[src/hw/rtl/cau_pkg.sv]
`timescale 1ns / 1ps

package cau_pkg;

  typedef enum logic [1:0] {
    OP_ADD = 2'd0,
    OP_SUB = 2'd1,
    OP_MUL = 2'd2,
    OP_DIV = 2'd3
  } op_t;

  typedef enum logic [1:0] {
    ST_OK  = 2'd0,
    ST_SAT = 2'd1,
    ST_DZ  = 2'd2
  } status_t;

  // Control that travels down the pipeline with each item.
  typedef struct packed {
    logic valid;
    op_t  op;
    logic dz;
    logic sat;
  } ctrl_t;

endpackage

[src/hw/rtl/cau_div_step.sv]
`timescale 1ns / 1ps

module cau_div_step import cau_pkg::*; #(
  parameter int DATA_WIDTH = 16
) (
  input  logic                      clk,
  input  logic                      rst_n,
  input  logic                      en,
  input  ctrl_t                     ctrl_i,
  input  logic [DATA_WIDTH-1:0]     res_re_i,
  input  logic [DATA_WIDTH-1:0]     res_im_i,
  input  logic                      neg_re_i,
  input  logic                      neg_im_i,
  input  logic                      ovf_re_i,
  input  logic                      ovf_im_i,
  input  logic [2*DATA_WIDTH-1:0]   den_i,
  input  logic [2*DATA_WIDTH-1:0]   rem_re_i,
  input  logic [2*DATA_WIDTH-1:0]   rem_im_i,
  input  logic [DATA_WIDTH:0]       low_re_i,
  input  logic [DATA_WIDTH:0]       low_im_i,
  input  logic [DATA_WIDTH:0]       q_re_i,
  input  logic [DATA_WIDTH:0]       q_im_i,
  output ctrl_t                     ctrl_o,
  output logic [DATA_WIDTH-1:0]     res_re_o,
  output logic [DATA_WIDTH-1:0]     res_im_o,
  output logic                      neg_re_o,
  output logic                      neg_im_o,
  output logic                      ovf_re_o,
  output logic                      ovf_im_o,
  output logic [2*DATA_WIDTH-1:0]   den_o,
  output logic [2*DATA_WIDTH-1:0]   rem_re_o,
  output logic [2*DATA_WIDTH-1:0]   rem_im_o,
  output logic [DATA_WIDTH:0]       low_re_o,
  output logic [DATA_WIDTH:0]       low_im_o,
  output logic [DATA_WIDTH:0]       q_re_o,
  output logic [DATA_WIDTH:0]       q_im_o
);

  localparam int W  = DATA_WIDTH;
  localparam int PW = 2 * W;

  // One restoring step for each part: bring down the next dividend bit.
  logic [PW:0]   sh_re, sh_im;
  logic          ge_re, ge_im;
  logic [PW:0]   df_re, df_im;

  always_comb begin
    sh_re = {rem_re_i, low_re_i[W]};
    sh_im = {rem_im_i, low_im_i[W]};
    ge_re = sh_re >= {1'b0, den_i};
    ge_im = sh_im >= {1'b0, den_i};
    df_re = sh_re - {1'b0, den_i};
    df_im = sh_im - {1'b0, den_i};
  end

  ctrl_t         ctrl_r;
  logic [W-1:0]  res_re_r, res_im_r;
  logic          neg_re_r, neg_im_r, ovf_re_r, ovf_im_r;
  logic [PW-1:0] den_r, rem_re_r, rem_im_r;
  logic [W:0]    low_re_r, low_im_r, q_re_r, q_im_r;

  always_ff @(posedge clk) begin
    if (!rst_n) begin
      ctrl_r <= '0;
    end else if (en) begin
      ctrl_r <= ctrl_i;
    end
  end

  always_ff @(posedge clk) begin
    if (en) begin
      res_re_r <= res_re_i;
      res_im_r <= res_im_i;
      neg_re_r <= neg_re_i;
      neg_im_r <= neg_im_i;
      ovf_re_r <= ovf_re_i;
      ovf_im_r <= ovf_im_i;
      den_r    <= den_i;
      rem_re_r <= ge_re ? df_re[PW-1:0] : sh_re[PW-1:0];
      rem_im_r <= ge_im ? df_im[PW-1:0] : sh_im[PW-1:0];
      low_re_r <= {low_re_i[W-1:0], 1'b0};
      low_im_r <= {low_im_i[W-1:0], 1'b0};
      q_re_r   <= {q_re_i[W-1:0], ge_re};
      q_im_r   <= {q_im_i[W-1:0], ge_im};
    end
  end

  assign ctrl_o   = ctrl_r;
  assign res_re_o = res_re_r;
  assign res_im_o = res_im_r;
  assign neg_re_o = neg_re_r;
  assign neg_im_o = neg_im_r;
  assign ovf_re_o = ovf_re_r;
  assign ovf_im_o = ovf_im_r;
  assign den_o    = den_r;
  assign rem_re_o = rem_re_r;
  assign rem_im_o = rem_im_r;
  assign low_re_o = low_re_r;
  assign low_im_o = low_im_r;
  assign q_re_o   = q_re_r;
  assign q_im_o   = q_im_r;

endmodule

[config.mk]
export PLATFORM = sky130hd
export DESIGN_NAME = cau_div_step
export DESIGN_NICKNAME = d
export VERILOG_FILES = /design/src/hw/rtl/cau_pkg.sv /design/src/hw/rtl/cau_div_step.sv
export SDC_FILE = /design/constraint.sdc
export NUM_CORES = 1
export LEC_CHECK = 0
export BUFFER_PORTS_ARGS = -buffer_cell sky130_fd_sc_hd__buf_2
export CAP_MARGIN = 20
export CORE_MARGIN = 4
export CORE_UTILIZATION = 45
export CTS_CLUSTER_SIZE = 10
export DETAILED_ROUTE_END_ITERATION = 10
export PLACE_DENSITY = 0.81
export SYNTH_ARGS = -nofsm -noshare
export SYNTH_HDL_FRONTEND = slang
export SYNTH_SLANG_ARGS = --single-unit
[constraint.sdc]
create_clock -name clk -period 2.4 [get_ports clk]
set_input_delay 0.12 -clock clk [delete_from_list [all_inputs] [get_ports clk]]
set_output_delay 0.12 -clock clk [all_outputs]
set_load 0.1 [all_outputs]
==> results_dict.tcl <==
set metrics [dict create \
    synthFlopType "edfxtp_1" \
    dr_total_vias 10708 \
    grt_overflow_total 0 \
    totalPowerFinal_uw 13700 \
    syn-cell-area_mm2 0.0105 \
    grt_pass1_wl_mm 63.3 \
    slew_viol_final 0 \
    synth.most_common_cell "edfxtp_1" \
    core-area_mm2 0.0228 \
    place_ws_ns -0.584 \
    ys_async_sr_fraction_pct 0 \
    clkLatencyLatePin_ns 0.51 \
    setup_violations 0 \
    fmax_mhz 419 \
    multi_input_area_mm2 0.00439 \
    worstMarginPinSlew_ns 0.549 \
    seq_area_mm2 0.00605 \
    drive_gt1_share_pct 43.6 \
    yosys_warnings 0 \
    ys_ff_latch 203 \
    routed_via_density 5.32 \
    detail-route-antenna-nets 0 \
    start_util_pct 46.1 \
    rr_worst_depth 3 \
    grtUsageTotal_pct 31.0 \
    hold_class "in2reg" \
    drtIter0Drc 889 \
    max_slew_margin_pct 63.7 \
    rows 55 \
    wl_mm 42.3 \
    fp.dieW_um 161 \
    grt_pass1_vias 11327 \
    power_density_mw_per_mm2 787 \
    avgSynthCellArea_um2 12.1 \
    setup.worst_path.start "den_i[3]" \
    fill_cells 1393 \
    hold_violations 0 \
    die_h_um 161 \
    reg2reg_to "ctrl_o[4]" \
    fin_crit_ns 2.38 \
    clockBufferDepth 3 \
    endpoint_kind "flop" \
    leakage_uw 0.00795 \
    min_period_over_period_pct 99.4 \
    setup_ws_ns 0.0150 \
    crit_path_end "rem_im_o[27]" \
    synth_top_cells_by_count "198 x edfxtp_1, 94 x a21oi_1, 72 x nor2_1" \
    path_max_fanout 3 \
    maxCapViolations 0 \
    htree_levels 1 \
    rr_startpoint "ctrl_o[4]" \
    routedWlPerCell_um 21.0 \
    setup_tns_ns 0 \
    antenna_found_initial 2 \
    placed_area_mm2 0.0147 \
    clock_sinks 203 \
    dp_hpwl_mm 28.2 \
    io_buffers 408 \
    io_pins 413 \
    place_congestion 0.911 \
    path_class "in2reg" \
    arrival_ns 2.65 \
    worstPathRequired_ns 2.66 \
    outcome "complete, no violations" \
    numCtsBuffers 25 \
    clkTransAtPathRegs_ns 0.06 \
    synth.distinct_cells 62 \
    netlist_top_cells_area "edfxtp_1 57%, ha_1 7.6%, a21oi_1 4.5%" \
    r2r_slack_ns 1.17 \
    synth_edf_count 198 \
    worstHoldStart "rem_re_i[8]" \
    skew_ns 0 \
    dp_cells 1776 \
    drcViolationCount 0 \
    synth_top_area_cell "edfxtp_1" \
    grt_max_degree 70 \
    irDropWorstVdd_mv 0.500 \
    fin_cells 2013 \
    final_nets 1961 \
    root_buffer "clkbuf_16" \
    yosysTopAreaCellShare_pct 56.6 \
    cts_tree "built" \
    ys_seq_area_share_pct 57.5 \
    dr.pass1.iters 5 \
    area_delta_synth_final_pct 66.3 \
    fin_area_mm2 0.0175 \
    synthCells 867 \
    dieArea_mm2 0.0259 \
    startpoint_type "input pin" \
]
[report_power, final]
part | total, uW | internal, uW | switching (uW) | leakage (uW)
Combinational | 5820 | 1670 | 4150 | 0.00562
Clock | 3440 | 2020 | 1420 | 0.000351
Sequential | 4490 | 4360 | 124 | 0.00198
Total | 13700 | 8050 | 5690 | 0.00795
[cells in the final DEF (no fill, tap or decap), drive strengths merged, types with 7 or more instances in the layout]
cell type,instances
o21a,7
a31oi,13
a21o,27
dlygate4sd3,193
o21ai,40
nor3,14
inv,50
edfxtp,198
buf,624
a21oi,95
and3,9
nor2b,13
clkbuf,36
xor2,12
xnor2,41
mux2,34
nor2,72
nand2,47
nand3,17
ha,64
[metal layers]
metal	vias to the layer above	global-route usage (%)	part of all wire, %
met3	140	5.57	7.6
met1	5090	34.0	35
met4	0	14.7	5.2
met2	605	57.8	52
li1	4873	-	-
met5	-	0	0
[stage by stage]
step           hold slack [ns]  utilization (%)
2_1_floorplan            0.219                -
3_3_place_gp             0.297             64.6
3_5_place_dp             0.298             64.6
4_1_cts                0.00115             76.3
5_1_grt                 0.0278             76.7
6_report                0.0137             76.7
[flip-flops by register name (all words and copies together), names as in the netlist]
| name | cells |
|---|---|
| res_re_o | 16 |
| rem_re_o | 32 |
| neg_im_o | 1 |
| res_im_o | 16 |
| ovf_re_o | 1 |
| q_re_o | 17 |
| ovf_im_o | 1 |
| rem_im_o | 32 |
| neg_re_o | 1 |
| low_im_o | 16 |
| den_o | 32 |
| low_re_o | 16 |
| q_im_o | 17 |
| ctrl_o | 5 |
[critical path, stage by stage]
cell      delay (ns)
clkbuf_4        0.17
inv_12          0.03
ha_4            0.28
nand3_2         0.09
a21oi_2         0.16
nor2_1          0.08
o311ai_1        0.39
buf_4           0.20
nand4_1         0.11
a21boi_0        0.41
a21oi_1         0.16
xnor2_1         0.17
mux2_4          0.26
[kinds of logic (layout without fill, tap and decap cells)]
family	after synthesis	in the layout	synth area share [%]
AOI/OAI and AO/OA	229	229	13.9
DFF	203	203	57.5
and+or+nand+nor	197	197	8.61
buffers and inverters	78	908	3.30
adders and majority gates	66	66	8.00
xor gates and xnor gates	53	53	4.42
muxes	40	40	4.21
other	1	4	0.0357
[repair_timing]
item	4_1_cts	5_1_grt
cloned	0	1
hold buffers	193	0
endpoints found under the setup margin	1	42
pin swaps	0	1
buffers inserted	0	3
gates resized for setup	1	17
endpoints found under the hold margin	188	0
[worst min path at each step]
stage / to / depth (start not counted)
finish: rem_re_o[9] / 3
floorplan: den_o[0] / 0
global placement: q_im_o[1] / 1
detailed placement: q_im_o[5] / 1
CTS: rem_re_o[29] / 3
global route: rem_re_o[10] / 3
[final cells by class]
type                       instances  share of cell area, %
inverter                          50                   1.15
timing repair buffer             820                   32.8
sequential                       203                   34.6
clock buffer                      33                   3.81
antenna                            2                 0.0286
tap                              313                   2.24
clock inverter                     5                  0.279
multi-input combinational        587                   25.1
Power figures use the tool's default switching activity.
