[src/hw/rtl/cau_pkg.sv]
`timescale 1ns / 1ps

package cau_pkg;

  typedef enum logic [1:0] {
    OP_ADD = 2'd0,
    OP_SUB = 2'd1,
    OP_MUL = 2'd2,
    OP_DIV = 2'd3
  } op_t;

  typedef enum logic [1:0] {
    ST_OK  = 2'd0,
    ST_SAT = 2'd1,
    ST_DZ  = 2'd2
  } status_t;

  // Control that travels down the pipeline with each item.
  typedef struct packed {
    logic valid;
    op_t  op;
    logic dz;
    logic sat;
  } ctrl_t;

endpackage

[src/hw/rtl/cau_front.sv]
`timescale 1ns / 1ps

module cau_front import cau_pkg::*; #(
  parameter int DATA_WIDTH = 16,
  parameter int FRAC_BITS  = 8
) (
  input  logic                           clk,
  input  logic                           rst_n,
  input  logic                           en,
  input  logic                           in_valid,
  input  logic [1:0]                     in_opcode,
  input  logic signed [DATA_WIDTH-1:0]   in_a_re,
  input  logic signed [DATA_WIDTH-1:0]   in_a_im,
  input  logic signed [DATA_WIDTH-1:0]   in_b_re,
  input  logic signed [DATA_WIDTH-1:0]   in_b_im,
  output ctrl_t                          ctrl_o,
  output logic [DATA_WIDTH-1:0]          res_re_o,
  output logic [DATA_WIDTH-1:0]          res_im_o,
  output logic                           neg_re_o,
  output logic                           neg_im_o,
  output logic [2*DATA_WIDTH-1:0]        mag_re_o,
  output logic [2*DATA_WIDTH-1:0]        mag_im_o,
  output logic [2*DATA_WIDTH-1:0]        den_o
);

  localparam int W  = DATA_WIDTH;
  localparam int PW = 2 * W;
  localparam int SW = 2 * W + 1;
  localparam logic signed [SW-1:0] MAXV = SW'((64'sd1 <<< (W - 1)) - 64'sd1);
  localparam logic signed [SW-1:0] MINV = -MAXV - SW'(1);

  // Returns {saturated, value} for a wide signed value.
  function automatic logic [W:0] clip(input logic signed [SW-1:0] v);
    logic [W:0] r;
    if (v > MAXV) begin
      r = {1'b1, MAXV[W-1:0]};
    end else if (v < MINV) begin
      r = {1'b1, MINV[W-1:0]};
    end else begin
      r = {1'b0, v[W-1:0]};
    end
    return r;
  endfunction

  // Stage 1: operand registers.
  ctrl_t                c1_r;
  logic signed [W-1:0]  ar1_r, ai1_r, br1_r, bi1_r;

  always_ff @(posedge clk) begin
    if (!rst_n) begin
      c1_r <= '0;
    end else if (en) begin
      c1_r <= '{valid: in_valid, op: op_t'(in_opcode), dz: 1'b0, sat: 1'b0};
    end
  end

  always_ff @(posedge clk) begin
    if (en) begin
      ar1_r <= in_a_re;
      ai1_r <= in_a_im;
      br1_r <= in_b_re;
      bi1_r <= in_b_im;
    end
  end

  // Stage 2: products and the per-part add or subtract.
  ctrl_t                c2_r, c2_nxt;
  logic signed [PW-1:0] p_rr_r, p_ii_r, p_ri_r, p_ir_r, p_bb_r, p_cc_r;
  logic signed [W:0]    as_re_r, as_im_r, as_re_nxt, as_im_nxt;

  always_comb begin
    c2_nxt    = c1_r;
    c2_nxt.dz = (br1_r == '0) && (bi1_r == '0);
    if (c1_r.op == OP_SUB) begin
      as_re_nxt = (W+1)'(ar1_r) - (W+1)'(br1_r);
      as_im_nxt = (W+1)'(ai1_r) - (W+1)'(bi1_r);
    end else begin
      as_re_nxt = (W+1)'(ar1_r) + (W+1)'(br1_r);
      as_im_nxt = (W+1)'(ai1_r) + (W+1)'(bi1_r);
    end
  end

  always_ff @(posedge clk) begin
    if (!rst_n) begin
      c2_r <= '0;
    end else if (en) begin
      c2_r <= c2_nxt;
    end
  end

  always_ff @(posedge clk) begin
    if (en) begin
      p_rr_r  <= PW'(ar1_r) * PW'(br1_r);
      p_ii_r  <= PW'(ai1_r) * PW'(bi1_r);
      p_ri_r  <= PW'(ar1_r) * PW'(bi1_r);
      p_ir_r  <= PW'(ai1_r) * PW'(br1_r);
      p_bb_r  <= PW'(br1_r) * PW'(br1_r);
      p_cc_r  <= PW'(bi1_r) * PW'(bi1_r);
      as_re_r <= as_re_nxt;
      as_im_r <= as_im_nxt;
    end
  end

  // Stage 3: sums of products, scaling, clamping and the divisor.
  ctrl_t                c3_r, c3_nxt;
  logic signed [SW-1:0] m_re, m_im, d_re, d_im;
  logic [W:0]           cl_re, cl_im;
  logic [W-1:0]         res_re_r, res_im_r;
  logic                 neg_re_r, neg_im_r;
  logic [PW-1:0]        mag_re_r, mag_im_r, den_r;
  logic signed [SW-1:0] abs_re, abs_im;

  always_comb begin
    m_re = SW'(p_rr_r) - SW'(p_ii_r);
    m_im = SW'(p_ri_r) + SW'(p_ir_r);
    d_re = SW'(p_rr_r) + SW'(p_ii_r);
    d_im = SW'(p_ir_r) - SW'(p_ri_r);
    if (c2_r.op == OP_MUL) begin
      cl_re = clip(m_re >>> FRAC_BITS);
      cl_im = clip(m_im >>> FRAC_BITS);
    end else begin
      cl_re = clip(SW'(as_re_r));
      cl_im = clip(SW'(as_im_r));
    end
    abs_re     = d_re[SW-1] ? -d_re : d_re;
    abs_im     = d_im[SW-1] ? -d_im : d_im;
    c3_nxt     = c2_r;
    c3_nxt.sat = (c2_r.op != OP_DIV) && (cl_re[W] || cl_im[W]);
  end

  always_ff @(posedge clk) begin
    if (!rst_n) begin
      c3_r <= '0;
    end else if (en) begin
      c3_r <= c3_nxt;
    end
  end

  always_ff @(posedge clk) begin
    if (en) begin
      res_re_r <= cl_re[W-1:0];
      res_im_r <= cl_im[W-1:0];
      neg_re_r <= d_re[SW-1];
      neg_im_r <= d_im[SW-1];
      mag_re_r <= abs_re[PW-1:0];
      mag_im_r <= abs_im[PW-1:0];
      den_r    <= PW'(p_bb_r) + PW'(p_cc_r);
    end
  end

  assign ctrl_o   = c3_r;
  assign res_re_o = res_re_r;
  assign res_im_o = res_im_r;
  assign neg_re_o = neg_re_r;
  assign neg_im_o = neg_im_r;
  assign mag_re_o = mag_re_r;
  assign mag_im_o = mag_im_r;
  assign den_o    = den_r;

endmodule

[config.mk]
export PLATFORM = sky130hd
export DESIGN_NAME = cau_front
export DESIGN_NICKNAME = d
export VERILOG_FILES = /design/src/hw/rtl/cau_pkg.sv /design/src/hw/rtl/cau_front.sv
export SDC_FILE = /design/constraint.sdc
export NUM_CORES = 2
export LEC_CHECK = 0
export BUFFER_PORTS_ARGS = -buffer_cell sky130_fd_sc_hd__clkbuf_2
export CAP_MARGIN = 0
export CORE_MARGIN = 2
export CORE_UTILIZATION = 60
export DETAILED_ROUTE_END_ITERATION = 8
export GPL_TIMING_DRIVEN = 0
export PLACE_DENSITY_LB_ADDON = 0.08
export SETUP_SLACK_MARGIN = 0.4
export SYNTH_ARGS = -nofsm -noshare
export SYNTH_HDL_FRONTEND = slang
export SYNTH_SLANG_ARGS = --single-unit
export TNS_END_PERCENT = 50
[constraint.sdc]
create_clock -name clk -period 7.47 [get_ports clk]
set_clock_uncertainty 0.1 [all_clocks]
set_input_delay 0.3735 -clock clk [delete_from_list [all_inputs] [get_ports clk]]
set_output_delay 0.3735 -clock clk [all_outputs]
set_load 0.02 [all_outputs]
==> parameters.txt <==
Parameter                              Value

Run status
  Result of the run    finished with violations
  Violated checks    antenna rules

STA
  Smallest hold slack    0.274 ns
  Final Hold Fails    0
  Time the final worst path needs with I/O delays and setup    7.27 ns
  Total setup violations reported at the end of the flow    0
  Final worst path period share    97.4%
  Maximum achievable frequency    ~0.14 GHz
  Number of pins with negative max-slew slack in the final report    0
  Unrepaired setup endpoints after global routing    yes
  Worst Max-Slew Pin Slew    1.30 ns
  Relative max-transition margin    13.5%

Placed design
  Quantity of I/O buffers inserted on ports    204
  GP Congestion    1.01
  Detailed-placement wirelength estimate    213 mm

Synth
  Number of synthesized register bits    430
  Average cell area after synthesis    9.59 um^2
  Share of flip-flops with an asynchronous set or reset    0%
  Number of instances in the synthesized netlist    8450
  Post-Syn Nets    10749
  Most used flip-flop cell after synthesis    sky130_fd_sc_hd__edfxtp_1
  Post-synthesis cell type with the largest combined area    sky130_fd_sc_hd__fa_1
  Largest cells by area after synthesis    sky130_fd_sc_hd__fa_1 37%, sky130_fd_sc_hd__edfxtp_1 15%, sky130_fd_sc_hd__ha_1 11%, sky130_fd_sc_hd__inv_1 8.9%, sky130_fd_sc_hd__and2_1 4.1%
  Area share of the largest cell type after synthesis    37.5%
  Syn. warnings    0
  EDFF count, synth    between 400 and 500
  Sequential share of the synthesized area    15.8%
  Synth cell types    94
  Cell area after synthesis    roughly 0.081 mm^2

Setup path
  Data arrival at the endpoint of the critical path    around 7.5 ns
  Worst R2R Setup Slack    0.20 ns
  Top fanout value on the critical path    6
  Worst Setup SP    br1_r[5]
  Critical path capture point    p_ir_r[31]
  RR Endpoint    p_ir_r[31]
  Worst flop-to-flop path startpoint    br1_r[5]
  Startpoint type of the worst setup path    flop
  Worst reg2reg path depth    24
  Sort of element at the end of the critical path    flop
  CP Data Required Time    just under 8 ns
  Kind of critical path    flop to flop

Global route
  Remaining global-route overflow    0
  Wire length of the first global-routing pass    around 400 mm
  Via count of the first global-routing pass    ~64000
  Number of antenna violations at the first check in global routing    35
  Maximum number of pins on one net before global-route repair    120
  Combined global-route utilization of all metal layers    between 40 and 50%

Route
  Violation count after the first detailed-routing iteration    ~6100
  Iteration count of the initial detailed-routing pass    6
  Routed vias/inst    5.79
  Residual DRC    0
  Wire length per cell after detailed routing    25.0 um
  Final wirelength    270 mm
  Post-route antenna net violation count    1
  Vias post-DR    62546

Final layout
  Final net count    11278
  Layout cell share with drive strength beyond 1    11.0%
  Area growth from synthesis to layout    12.7%

Job
  Max-cap check violation count    0

Floorplanning
  Vert. Die Dim    around 370 um
  Number of placed I/O pins    between 200 and 250
  Die width    372 um
  Number of core rows    134
  Die area    around 0.14 mm^2
  Core area    0.134 mm^2
  Starting density of the core    between 60 and 70%

Clock network
  Htree depth    2
  Clock sink count    430
  Cts bufs inserted    51
  Clock-pin transition on the worst setup and hold timing paths    roughly 0.060 ns
  Root Buffer Master    sky130_fd_sc_hd__clkbuf_16
  Longest Clk Path Bufs    3
  CTS tree    built
  Insertion delay to the later sink of the worst-skew pair    0.68 ns

Min path
  Hold/Removal Path Class    input pin to flop
[metrics by stage]
step	setup slack, ns	setup TNS (ns)	cells	instance area, um^2	utilization, %
4_1_cts	0.312	0	10714	89800	67.1
3_3_place_gp	-2.18	-534.99	10422	84300	63.0
2_1_floorplan	0.559	0	8450	81100	-
6_report	0.197	0	10806	91400	68.3
5_1_grt	0.0644	0	10791	91300	68.3
3_5_place_dp	-2.20	-86.82	10425	84400	63.1
[layer usage]
layer | track usage [%] | routed length, um
met5 | 0 | 552
met3 | 10.9 | 31400
met2 | 58.5 | 114000
met4 | 25.0 | 21900
met1 | 53.1 | 103000
[cells in the final DEF (no fill, tap or decap), types with 32 or more instances in the layout]
cell                            count
sky130_fd_sc_hd__and3_1            32
sky130_fd_sc_hd__a21oi_1          287
sky130_fd_sc_hd__clkbuf_1          76
sky130_fd_sc_hd__nor2b_1           61
sky130_fd_sc_hd__ha_1             681
sky130_fd_sc_hd__xnor2_1          353
sky130_fd_sc_hd__clkbuf_2         260
sky130_fd_sc_hd__buf_12            36
sky130_fd_sc_hd__and2_1           517
sky130_fd_sc_hd__a21o_1            92
sky130_fd_sc_hd__inv_1           1910
sky130_fd_sc_hd__nor2_1           381
sky130_fd_sc_hd__dlygate4sd3_1     68
sky130_fd_sc_hd__o21a_1            33
sky130_fd_sc_hd__nand2b_1          66
sky130_fd_sc_hd__clkbuf_16         70
sky130_fd_sc_hd__fa_1            1489
sky130_fd_sc_hd__buf_4            187
sky130_fd_sc_hd__clkbuf_4          67
sky130_fd_sc_hd__o21bai_1          65
sky130_fd_sc_hd__buf_6             38
sky130_fd_sc_hd__xor2_1            89
sky130_fd_sc_hd__nand3_1           72
sky130_fd_sc_hd__a31oi_1           33
sky130_fd_sc_hd__edfxtp_1         418
sky130_fd_sc_hd__nor3_1            78
sky130_fd_sc_hd__o21ai_0          122
sky130_fd_sc_hd__nand2_1          775
[cells in the mapped netlist (all sizes together), types with 34 or more instances]
cell / n
a21o: 92
a21oi: 308
a31oi: 37
and2: 527
clkbuf: 312
edfxtp: 418
fa: 1518
ha: 711
inv: 1930
nand2: 783
nand2b: 66
nand3: 74
nor2: 390
nor2b: 63
nor3: 79
o21a: 34
o21ai: 145
o21bai: 65
xnor2: 363
xor2: 91
[how the worst min path moves through the flow]
| stage | startpoint | to | slack (ns) | cells after the start |
|---|---|---|---|---|
| finish | en | den_o[10] | 0.27 | 1 |
| global route | in_b_re[5] | br1_r[5] | 0.29 | 2 |
| CTS | in_a_im[9] | ai1_r[9] | 0.27 | 2 |
| detailed placement | c2_r[4] | ctrl_o[4] | 0.41 | 2 |
| global placement | c2_r[1] | ctrl_o[1] | 0.40 | 2 |
| floorplan | in_a_im[0] | ai1_r[0] | 0.37 | 0 |
[kinds of logic (layout without fill, tap and decap cells)]
kind of cell | Yosys count | count (layout) | synth area share (%)
buf+inv | 2281 | 2848 | 10.6
other cells | 0 | 21 | 0
fa+ha+maj | 2229 | 2229 | 48.5
xor+xnor | 454 | 454 | 4.91
flops | 430 | 430 | 15.8
simple gates | 2137 | 2137 | 12.8
compound gates | 893 | 893 | 7.15
mux | 26 | 26 | 0.324
[state kept, by name, indices dropped and copies added (netlist names), 32 cells and up]
| signal | count |
|---|---|
| den_o | 32 |
| mag_im_o | 32 |
| mag_re_o | 32 |
| p_ii_r | 32 |
| p_ir_r | 32 |
| p_ri_r | 32 |
| p_rr_r | 32 |
[critical path, cell delays in order, from the launching register on]
cell and delay [ns]:
sky130_fd_sc_hd__edfxtp_1 0.54, sky130_fd_sc_hd__buf_6 0.19, sky130_fd_sc_hd__buf_6 0.11, sky130_fd_sc_hd__buf_12 0.14, sky130_fd_sc_hd__and2_4 0.14, sky130_fd_sc_hd__fa_1 0.50, sky130_fd_sc_hd__inv_2 0.04, sky130_fd_sc_hd__fa_1 0.52
sky130_fd_sc_hd__fa_1 0.43, sky130_fd_sc_hd__fa_1 0.50, sky130_fd_sc_hd__inv_2 0.06, sky130_fd_sc_hd__fa_1 0.51, sky130_fd_sc_hd__fa_1 0.61, sky130_fd_sc_hd__ha_4 0.22, sky130_fd_sc_hd__a21o_1 0.19, sky130_fd_sc_hd__a21o_1 0.19
sky130_fd_sc_hd__a32oi_2 0.24, sky130_fd_sc_hd__o31ai_4 0.16, sky130_fd_sc_hd__o21ai_4 0.26, sky130_fd_sc_hd__o211ai_1 0.17, sky130_fd_sc_hd__a31oi_1 0.26, sky130_fd_sc_hd__nor2b_1 0.09, sky130_fd_sc_hd__o21a_1 0.21, sky130_fd_sc_hd__o41ai_4 0.33
sky130_fd_sc_hd__xnor2_4 0.19
[layout make-up]
class	instances	area [um^2]
Antenna cell	21	52.6
Sequential cell	430	12800
Buffer	341	2960
Timing Repair Buffer	476	3660
Tap cell	1768	2210
Clock inverter	32	309
Multi-Input combinational cell	5739	60800
Fill cell	10595	42400
Clock buffer	59	1310
Inverter	1940	7330
[repair_timing]
item / in CTS / in global routing
cloned: 1 / 1
setup endpoints to repair: 127 / 51
buffers inserted: 129 / 70
gates resized for setup: 648 / 362
hold buffers: 68 / 0
hold endpoints to repair: 68 / 0
pin swaps: 40 / 115
Power is not shown: default switching activity piles up to over one toggle a cycle in this logic, so the estimate is an artifact.
